$ cat src/hdl/cds_pkg.sv
// Package for the calendar date stepper: field widths, command codes,
// calendar tables and small calendar functions. No dependencies.
`timescale 1ns / 1ps

package cds_pkg;

  localparam int YEAR_W  = 14;
  localparam int MONTH_W = 4;
  localparam int DAY_W   = 5;
  localparam int COUNT_W = 16;
  localparam int MODE_W  = 3;
  localparam int WD_W    = 3;
  localparam int DOY_W   = 9;
  localparam int TDATA_W = 40;

  // shared multiplier operand widths
  localparam int MUL_A_W = 14;
  localparam int MUL_B_W = 15;
  localparam int MUL_P_W = MUL_A_W + MUL_B_W;

  localparam logic [MODE_W-1:0] MODE_LOAD = 3'd0;
  localparam logic [MODE_W-1:0] MODE_NEXT = 3'd1;
  localparam logic [MODE_W-1:0] MODE_PREV = 3'd2;
  localparam logic [MODE_W-1:0] MODE_ADD  = 3'd3;
  localparam logic [MODE_W-1:0] MODE_SUB  = 3'd4;

  localparam logic [YEAR_W-1:0] YEAR_MIN   = 14'd1;
  localparam logic [YEAR_W-1:0] YEAR_MAX   = 14'd9999;
  localparam logic [YEAR_W-1:0] YEAR_RESET = 14'd1970;

  // floor(y/100) = (y * 5243) >> 19 for y < 16384
  localparam logic [MUL_B_W-1:0] RECIP_100 = 15'd5243;
  localparam int                 SHIFT_100 = 19;
  // floor(s/7) = (s * 18725) >> 17 for s < 16384
  localparam logic [MUL_B_W-1:0] RECIP_7   = 15'd18725;
  localparam int                 SHIFT_7   = 17;

  // leap test on the century split of a year (y = hi*100 + lo)
  function automatic logic is_leap(input logic [6:0] lo, input logic [6:0] hi);
    return (lo == 7'd0) ? (hi[1:0] == 2'd0) : (lo[1:0] == 2'd0);
  endfunction

  function automatic logic [DAY_W-1:0] month_days(input logic [MONTH_W-1:0] m,
                                                  input logic lp);
    logic [DAY_W-1:0] r;
    unique case (m)
      4'd2:                      r = lp ? 5'd29 : 5'd28;
      4'd4, 4'd6, 4'd9, 4'd11:   r = 5'd30;
      default:                   r = 5'd31;
    endcase
    return r;
  endfunction

  // days of a common year before the first of month m
  function automatic logic [DOY_W-1:0] cum_days(input logic [MONTH_W-1:0] m);
    logic [DOY_W-1:0] r;
    unique case (m)
      4'd2:    r = 9'd31;
      4'd3:    r = 9'd59;
      4'd4:    r = 9'd90;
      4'd5:    r = 9'd120;
      4'd6:    r = 9'd151;
      4'd7:    r = 9'd181;
      4'd8:    r = 9'd212;
      4'd9:    r = 9'd243;
      4'd10:   r = 9'd273;
      4'd11:   r = 9'd304;
      4'd12:   r = 9'd334;
      default: r = 9'd0;
    endcase
    return r;
  endfunction

  // (13*m + 8)/5 with Jan/Feb counted as months 13 and 14
  function automatic logic [5:0] month_term(input logic [MONTH_W-1:0] m);
    logic [5:0] r;
    unique case (m)
      4'd1:    r = 6'd35;
      4'd2:    r = 6'd38;
      4'd3:    r = 6'd9;
      4'd4:    r = 6'd12;
      4'd5:    r = 6'd14;
      4'd6:    r = 6'd17;
      4'd7:    r = 6'd19;
      4'd8:    r = 6'd22;
      4'd9:    r = 6'd25;
      4'd10:   r = 6'd27;
      4'd11:   r = 6'd30;
      4'd12:   r = 6'd32;
      default: r = 6'd0;
    endcase
    return r;
  endfunction

endpackage

$ cat src/hdl/cds_mul.sv
// Shared registered multiplier of the date stepper.
// Depends on cds_pkg for operand widths.
`timescale 1ns / 1ps

module cds_mul (
  input  logic                        clk,
  input  logic [cds_pkg::MUL_A_W-1:0] a,
  input  logic [cds_pkg::MUL_B_W-1:0] b,
  output logic [cds_pkg::MUL_P_W-1:0] p
);
  import cds_pkg::*;

  always_ff @(posedge clk) begin
    p <= {{MUL_B_W{1'b0}}, a} * {{MUL_A_W{1'b0}}, b};
  end

endmodule

$ cat src/hdl/calendar_date_stepper.sv
// Gregorian date stepper: holds one date and applies one command per input
// transfer. Depends on cds_pkg and cds_mul.
//
// Input channel s_*: s_tuser carries the command (load, next day, previous
// day, add days, subtract days); s_tdata carries the load date and the day
// count. Output channel m_*: one transfer per command with the date held
// afterwards, its weekday (0 = Sunday), its day of year, and in m_tuser the
// error flag for a rejected load or a step that would leave years 1..9999.
// A rejected command leaves the date as it was.
//
// Timing: a small sequencer walks the date one month per cycle and then
// finishes weekday and day-of-year in states WK1 to WK4 around a single
// shared multiplier (reciprocal divisions by 100 and by 7). An unused
// command goes straight to those states, a load first passes the split and
// check states, and a step first walks the months that it crosses.
// s_tready is high only while idle: one command at a time, the next taken no
// sooner than the edge after its predecessor's result appears. A held result
// does not block the next command, which runs and waits for the register.
// Reset (rst, synchronous) sets the date to 1970-01-01 and drops m_tvalid.
`timescale 1ns / 1ps

module calendar_date_stepper (
  input  logic                        clk,
  input  logic                        rst,
  input  logic                        s_tvalid,
  output logic                        s_tready,
  // [13:0] year_in, [17:14] month_in, [22:18] day_in, [38:23] day_count
  input  logic [cds_pkg::TDATA_W-1:0] s_tdata,
  // [2:0] mode
  input  logic [cds_pkg::MODE_W-1:0]  s_tuser,
  output logic                        m_tvalid,
  input  logic                        m_tready,
  // [13:0] year_out, [17:14] month_out, [22:18] day_out, [25:23] weekday,
  // [34:26] day_of_year
  output logic [cds_pkg::TDATA_W-1:0] m_tdata,
  // [0] range_error
  output logic [0:0]                  m_tuser
);
  import cds_pkg::*;

  localparam logic [3:0] ST_IDLE     = 4'd0;
  localparam logic [3:0] ST_LD_SPLIT = 4'd1;
  localparam logic [3:0] ST_LD_CHK   = 4'd2;
  localparam logic [3:0] ST_FWD      = 4'd3;
  localparam logic [3:0] ST_BACK     = 4'd4;
  localparam logic [3:0] ST_WK1      = 4'd5;
  localparam logic [3:0] ST_WK2      = 4'd6;
  localparam logic [3:0] ST_WK3      = 4'd7;
  localparam logic [3:0] ST_WK4      = 4'd8;

  logic [3:0] state;

  // held date, with the year also kept split as hi*100 + lo
  logic [YEAR_W-1:0]  cur_year;
  logic [6:0]         cur_hi, cur_lo;
  logic [MONTH_W-1:0] cur_month;
  logic [DAY_W-1:0]   cur_day;

  // captured load fields
  logic [YEAR_W-1:0]  ld_year;
  logic [MONTH_W-1:0] ld_month;
  logic [DAY_W-1:0]   ld_day;

  // working date for the month walk
  logic [YEAR_W-1:0]  w_year;
  logic [6:0]         w_hi, w_lo;
  logic [MONTH_W-1:0] w_month;
  logic signed [17:0] dd;
  logic               err;

  // weekday / ordinal pipeline
  logic [6:0]       wk_c;
  logic [14:0]      wk_part;
  logic [13:0]      wk_sum;
  logic [DOY_W-1:0] wk_doy;

  // output register
  logic [YEAR_W-1:0]  o_year;
  logic [MONTH_W-1:0] o_month;
  logic [DAY_W-1:0]   o_day;
  logic [WD_W-1:0]    o_wd;
  logic [DOY_W-1:0]   o_doy;
  logic               o_err;

  // shared multiplier
  logic [MUL_A_W-1:0] mul_a;
  logic [MUL_B_W-1:0] mul_b;
  logic [MUL_P_W-1:0] mul_p;

  // input fields
  logic [YEAR_W-1:0]  in_year;
  logic [MONTH_W-1:0] in_month;
  logic [DAY_W-1:0]   in_day;
  logic [COUNT_W-1:0] in_count;

  logic accept, out_free;

  assign in_year  = s_tdata[13:0];
  assign in_month = s_tdata[17:14];
  assign in_day   = s_tdata[22:18];
  assign in_count = s_tdata[38:23];

  assign s_tready = (state == ST_IDLE);
  assign accept   = s_tvalid && s_tready;
  assign out_free = !m_tvalid || m_tready;

  // idle: year / 100 for a load; otherwise the weekday sum / 7
  assign mul_a = (state == ST_IDLE) ? in_year : wk_sum;
  assign mul_b = (state == ST_IDLE) ? RECIP_100 : RECIP_7;

  cds_mul u_mul (
    .clk (clk),
    .a   (mul_a),
    .b   (mul_b),
    .p   (mul_p)
  );

  // starting day offset for the walk
  logic [16:0]        step_n;
  logic [17:0]        d18, n18;
  logic signed [17:0] dd_fwd, dd_back;

  always_comb begin
    step_n  = ((s_tuser == MODE_ADD) || (s_tuser == MODE_SUB)) ? {1'b0, in_count} : 17'd1;
    d18     = {13'd0, cur_day};
    n18     = {1'b0, step_n};
    dd_fwd  = $signed(d18 + n18);
    dd_back = $signed(d18 - n18);
  end

  // load split and check
  logic [6:0]        ld_hi, ld_lo;
  logic [YEAR_W-1:0] ld_hi100, ld_rem;
  logic              ld_ok;

  always_comb begin
    ld_hi    = mul_p[SHIFT_100+6:SHIFT_100];
    ld_hi100 = YEAR_W'({ld_hi, 6'd0}) + YEAR_W'({ld_hi, 5'd0}) + YEAR_W'({ld_hi, 2'd0});
    ld_rem   = ld_year - ld_hi100;
    ld_lo    = ld_rem[6:0];
    ld_ok    = (ld_year >= YEAR_MIN) && (ld_year <= YEAR_MAX) &&
               (ld_month >= 4'd1) && (ld_month <= 4'd12) && (ld_day != 5'd0) &&
               (ld_day <= month_days(ld_month, is_leap(w_lo, w_hi)));
  end

  // month walk
  logic               w_leap;
  logic [DAY_W-1:0]   w_dim, prev_dim;
  logic [MONTH_W-1:0] prev_month;
  logic               dd_over, dd_under, fwd_fail, back_fail;

  always_comb begin
    w_leap     = is_leap(w_lo, w_hi);
    w_dim      = month_days(w_month, w_leap);
    prev_month = w_month - 4'd1;
    prev_dim   = month_days(prev_month, w_leap);
    dd_over    = dd > $signed({13'd0, w_dim});
    dd_under   = dd < 18'sd1;
    fwd_fail   = (w_month == 4'd12) && (w_year == YEAR_MAX);
    back_fail  = (w_month == 4'd1) && (w_year == YEAR_MIN);
  end

  // weekday terms: Jan/Feb belong to the previous year
  logic              early;
  logic [YEAR_W-1:0] wy;
  logic [6:0]        wc;
  logic [14:0]       part, sum15;
  logic [DOY_W-1:0]  doy;
  logic [11:0]       q7;
  logic [14:0]       q7x7, rem7;

  always_comb begin
    early = (cur_month == 4'd1) || (cur_month == 4'd2);
    wy    = early ? cur_year - 14'd1 : cur_year;
    wc    = (early && (cur_lo == 7'd0)) ? cur_hi - 7'd1 : cur_hi;
    part  = {1'b0, wy} + {3'd0, wy[13:2]} - {8'd0, wc};
    doy   = cum_days(cur_month) + {4'd0, cur_day} +
            {8'd0, (!early && is_leap(cur_lo, cur_hi))};
    sum15 = wk_part + {10'd0, wk_c[6:2]} + {9'd0, month_term(cur_month)} +
            {10'd0, cur_day};
    q7    = mul_p[SHIFT_7+11:SHIFT_7];
    q7x7  = {q7, 3'd0} - {3'd0, q7};
    rem7  = {1'b0, wk_sum} - q7x7;
  end

  // sequencer and held date
  always_ff @(posedge clk) begin
    if (rst) begin
      state     <= ST_IDLE;
      cur_year  <= YEAR_RESET;
      cur_hi    <= 7'd19;
      cur_lo    <= 7'd70;
      cur_month <= 4'd1;
      cur_day   <= 5'd1;
      m_tvalid  <= 1'b0;
    end else begin
      // a result loaded in ST_WK4 takes over the register in the same cycle
      if (m_tvalid && m_tready && (state != ST_WK4)) begin
        m_tvalid <= 1'b0;
      end
      unique case (state)
        ST_IDLE: begin
          if (accept) begin
            priority case (s_tuser)
              MODE_LOAD:           state <= ST_LD_SPLIT;
              MODE_NEXT, MODE_ADD: state <= ST_FWD;
              MODE_PREV, MODE_SUB: state <= ST_BACK;
              default:             state <= ST_WK1;
            endcase
          end
        end
        ST_LD_SPLIT: state <= ST_LD_CHK;
        ST_LD_CHK: begin
          if (ld_ok) begin
            cur_year  <= ld_year;
            cur_hi    <= w_hi;
            cur_lo    <= w_lo;
            cur_month <= ld_month;
            cur_day   <= ld_day;
          end
          state <= ST_WK1;
        end
        ST_FWD: begin
          if (dd_over) begin
            if (fwd_fail) begin
              state <= ST_WK1;
            end
          end else begin
            cur_year  <= w_year;
            cur_hi    <= w_hi;
            cur_lo    <= w_lo;
            cur_month <= w_month;
            cur_day   <= dd[4:0];
            state     <= ST_WK1;
          end
        end
        ST_BACK: begin
          if (dd_under) begin
            if (back_fail) begin
              state <= ST_WK1;
            end
          end else begin
            cur_year  <= w_year;
            cur_hi    <= w_hi;
            cur_lo    <= w_lo;
            cur_month <= w_month;
            cur_day   <= dd[4:0];
            state     <= ST_WK1;
          end
        end
        ST_WK1: state <= ST_WK2;
        ST_WK2: state <= ST_WK3;
        ST_WK3: state <= ST_WK4;
        ST_WK4: begin
          if (out_free) begin
            m_tvalid <= 1'b1;
            state    <= ST_IDLE;
          end
        end
        default: state <= ST_IDLE;
      endcase
    end
  end

  // datapath
  always_ff @(posedge clk) begin
    unique case (state)
      ST_IDLE: begin
        if (accept) begin
          ld_year  <= in_year;
          ld_month <= in_month;
          ld_day   <= in_day;
          w_year   <= cur_year;
          w_hi     <= cur_hi;
          w_lo     <= cur_lo;
          w_month  <= cur_month;
          err      <= 1'b0;
          dd       <= ((s_tuser == MODE_PREV) || (s_tuser == MODE_SUB)) ? dd_back : dd_fwd;
        end
      end
      ST_LD_SPLIT: begin
        w_hi <= ld_hi;
        w_lo <= ld_lo;
      end
      ST_LD_CHK: err <= !ld_ok;
      ST_FWD: begin
        if (dd_over) begin
          if (fwd_fail) begin
            err <= 1'b1;
          end else begin
            dd <= dd - $signed({13'd0, w_dim});
            if (w_month == 4'd12) begin
              w_month <= 4'd1;
              w_year  <= w_year + 14'd1;
              if (w_lo == 7'd99) begin
                w_lo <= 7'd0;
                w_hi <= w_hi + 7'd1;
              end else begin
                w_lo <= w_lo + 7'd1;
              end
            end else begin
              w_month <= w_month + 4'd1;
            end
          end
        end
      end
      ST_BACK: begin
        if (dd_under) begin
          if (back_fail) begin
            err <= 1'b1;
          end else if (w_month == 4'd1) begin
            // into December of the previous year
            w_month <= 4'd12;
            w_year  <= w_year - 14'd1;
            dd      <= dd + 18'sd31;
            if (w_lo == 7'd0) begin
              w_lo <= 7'd99;
              w_hi <= w_hi - 7'd1;
            end else begin
              w_lo <= w_lo - 7'd1;
            end
          end else begin
            w_month <= prev_month;
            dd      <= dd + $signed({13'd0, prev_dim});
          end
        end
      end
      ST_WK1: begin
        wk_c    <= wc;
        wk_part <= part;
        wk_doy  <= doy;
      end
      ST_WK2: wk_sum <= sum15[13:0];
      ST_WK3: ;
      ST_WK4: begin
        if (out_free) begin
          o_year  <= cur_year;
          o_month <= cur_month;
          o_day   <= cur_day;
          o_wd    <= rem7[2:0];
          o_doy   <= wk_doy;
          o_err   <= err;
        end
      end
      default: ;
    endcase
  end

  assign m_tdata = {5'd0, o_doy, o_wd, o_day, o_month, o_year};
  assign m_tuser = o_err;

endmodule

$ cat config.mk
export PLATFORM = sky130hd
export DESIGN_NAME = calendar_date_stepper
export DESIGN_NICKNAME = d
export VERILOG_FILES = /design/src/hdl/cds_pkg.sv /design/src/hdl/cds_mul.sv /design/src/hdl/calendar_date_stepper.sv
export SDC_FILE = /design/constraint.sdc
export NUM_CORES = 1
export LEC_CHECK = 0
export BUFFER_PORTS_ARGS = -buffer_cell sky130_fd_sc_hd__buf_2
export CAP_MARGIN = 30
export CORE_ASPECT_RATIO = 1.1
export CORE_MARGIN = 1.5
export CORE_UTILIZATION = 60
export DETAILED_ROUTE_END_ITERATION = 16
export GPL_TIMING_DRIVEN = 0
export PLACE_DENSITY = 0.78
export SLEW_MARGIN = 10
export SYNTH_ARGS = -nofsm -noshare
export SYNTH_HDL_FRONTEND = slang
export SYNTH_SLANG_ARGS = --single-unit
$ cat constraint.sdc
create_clock -name clk -period 9.2 [get_ports clk]
set_input_delay 1.84 -clock clk [delete_from_list [all_inputs] [get_ports clk]]
set_output_delay 1.84 -clock clk [all_outputs]
set_load 0.1 [all_outputs]
==> results.cfg <==
[sta]
rsz0062_at_grt = false
max_slew_margin_pct = 40.23
clock_skew_ns = 0.01820
report.final.setup_viol = 0
period_share_pct = 85.94
timing.final.max_slew_violations = 0
layout_min_cycle_time_ns = 7.907
hold_viol_final = 0
holdWs_ns = 0.4182
tightest_slew_ns = 0.8740
fmax_mhz = 126.5
setup-tns-final_ns = 0

[clocking]
clk-insertion-delay-late_ns = 0.54
cts_tree = built
clock_tree.root_cell = clkbuf_16
cts_buffers = 23
cts_buffer_depth = 3
clkSinkCount = 218
postCtsHoldBufs = 0
htree_levels = 1
cts_resized = 0
path_clk_slew_ns = 0.06
postCtsSetupBuffers = 0

[worst_setup_path]
crit_chain = nor4_1, clkbuf_1, clkbuf_1, nand2_1, fa_1, fa_1, inv_1, ha_1, fa_1, fa_1, fa_1, ha_1, a21o_1, a21o_1, a221oi_1, nor3b_1, o21ai_1, a2111o_1, a31oi_1, xnor2_1
cp-start-kind = register
worst-r2r-cell-count = 20
crit_required_ns = 9.66
worst_ep_arrival_time_ns = 8.37
endpoint_kind = register
r2r_start = state[3]
cpMostUsedCell = fa_1
reg2reg_setup_slack_ns = 1.29
cp_slowest_cell = fa_1
path_class = reg -> reg
rr_endpoint = u_mul.p[25]
max_stage_delay_ns = 0.61
path_max_fanout = 10
critical_path.top_delay_family = adder cells
cp_num_buf_inv = 3

[placement]
dpl.hpwl_mm = 40.17
port_buffers = 80
place_congestion = 1.011
dp_cells = 2385

[die]
start_util_pct = 61.21
num_rows = 66
dieWidth_um = 168.8
die_height_um = 185.4
dieArea_mm2 = 0.03129
core_mm2 = 0.02965
io_pins = 90

[finish]
nets = 2389
syn_to_final_growth_pct = 10.29
drive_above_1_share_pct = 8.516
antenna_cells = 0
layoutNonFillerInstCount = 2429

[synth]
synthFlopType = edfxtp_1
syn_avg_cell_area_um2 = 9.525
yosys_register_bits = 218
synth.area.top_cells = edfxtp_1, fa_1, ha_1
synthTopCellsByCount = inv_1, nand2_1, ha_1
synth-edff-count = 152
yosysMostFrequentCell = inv_1
syn_area_mm2 = 0.01814
syn_inst = 1905
yosysTopAreaCell = edfxtp_1
ys_types = 85
netlist.area_leader.share_pct = 25.16
ys_warn_count = 0
ys_async_sr_fraction_pct = 0
ys_seq_area_share_pct = 32.44

[min_path]
min_to = o_doy[2]
worstHoldPathType = reg -> reg
min_path_cells = 0
min_from = wk_doy[2]

[grt]
grt_max_degree = 34
antenna_found_initial = 0
grt_pass1_wl_mm = 79.78
grt_pass1_vias = 14880
grt_overflow = 0
grt_usage_pct = 33.32

[detailed_routing]
viasPerCell = 6.200
finalWirelength_mm = 51.53
vias = 15060
drtIter0Drc = 1358
ant_nets = 0
wire_per_inst_um = 21.21
drc = 0
first_pass_iters = 6

[run_status]
status = finished clean

[flow_run]
maxCapViolations = 0
==> how the worst max path moves through the flow <==
stage                from           to  slack, ns  depth (start not counted)
2_1_floorplan    state[3]  u_mul.p[25]       1.70                         21
3_3_place_gp     state[3]  u_mul.p[25]       0.81                         21
3_5_place_dp   s_tdata[6]  u_mul.p[25]       1.17                         21
4_1_cts          state[3]  u_mul.p[25]       1.30                         21
5_1_grt          state[3]  u_mul.p[25]       0.88                         23
6_report         state[3]  u_mul.p[25]       1.29                         20
==> cells by family after synthesis <==
| logic type | count (synthesis) | synth area share, % |
|---|---|---|
| AOI/OAI and AO/OA | 405 | 15.30 |
| xor gates and xnor gates | 96 | 4.634 |
| DFF | 218 | 32.44 |
| muxes | 11 | 0.6757 |
| and+or+nand+nor | 531 | 13.69 |
| adders and majority gates | 304 | 25.97 |
| buffers and inverters | 338 | 7.254 |
| other | 2 | 0.04139 |
==> sequential cells by signal, summed over array words and instances, names as in the netlist, 4 cells and up, named ones only <==
name and cells:
dd 18, cur_year 14, ld_year 14, o_year 14, w_year 14, wk_part 14, wk_sum 14, o_doy 9
u_mul.p 9, wk_doy 9, cur_hi 7, cur_lo 7, w_hi 7, w_lo 7, cur_day 5, ld_day 5
o_day 5, wk_c 5, cur_month 4, ld_month 4, o_month 4, state 4, w_month 4
==> per-layer routing <==
layer	global-route usage [%]	up-vias	part of all wire, %
met1	40.43	7239	38
met3	5.171	175	8.3
li1	-	6909	-
met4	18.96	0	5.6
met2	56.76	736	49
met5	0	-	0
==> cells in the final DEF (no fill, tap or decap), types with 9 or more instances in the layout <==
master     synthesis  routed
o211ai_1          18      18
clkbuf_1          53      55
o221ai_1          19      19
a31oi_1           12      12
nand3_1           38      38
a211oi_1          12      12
clkbuf_16          0      26
a221o_1           19      19
o22ai_1           12      12
ha_1             183     183
and3_1            28      28
a221oi_1          11      11
dfxtp_1           66      66
a311oi_1          13      13
inv_1            254     254
o21bai_1          10      10
nand4_1           11      11
conb_1             2      21
buf_4              7       9
xor2_1            33      33
o21ai_0           82      82
nor2b_1           16      15
a21o_1            23      23
edfxtp_1         152     152
nor4_1            17      17
fa_1             121     121
xnor2_1           63      63
or3_1             10      10
a21oi_1           91      91
nor3_1            35      35
a22oi_1           12      12
nand2_1          196     196
nand2b_1          15      15
buf_1              9       9
nor2_1           125     124
buf_2             11      94
==> final cells by class <==
cell class / count / area [um2]
fill: 2327 / 9633
multi-input combinational: 1368 / 11030
inverter: 257 / 964.7
clock inverter: 9 / 78.83
tap: 374 / 467.9
buffer: 81 / 351.6
sequential: 218 / 5886
clock buffer: 33 / 726.9
timing repair buffer: 89 / 508.0
==> metrics by stage <==
step	utilization (%)	instance area, um2	setup WS (ns)
after floorplan	-	18220	1.701
after global placement	64.37	19080	0.8123
after detailed placement	64.71	19180	1.166
after CTS	67.43	19990	1.296
after global routing	67.51	20010	0.8838
final	67.51	20010	1.293
Power is left out: the tool's default activity adds up to more than one toggle a clock period on the data nets, which glitch-free logic cannot reach.
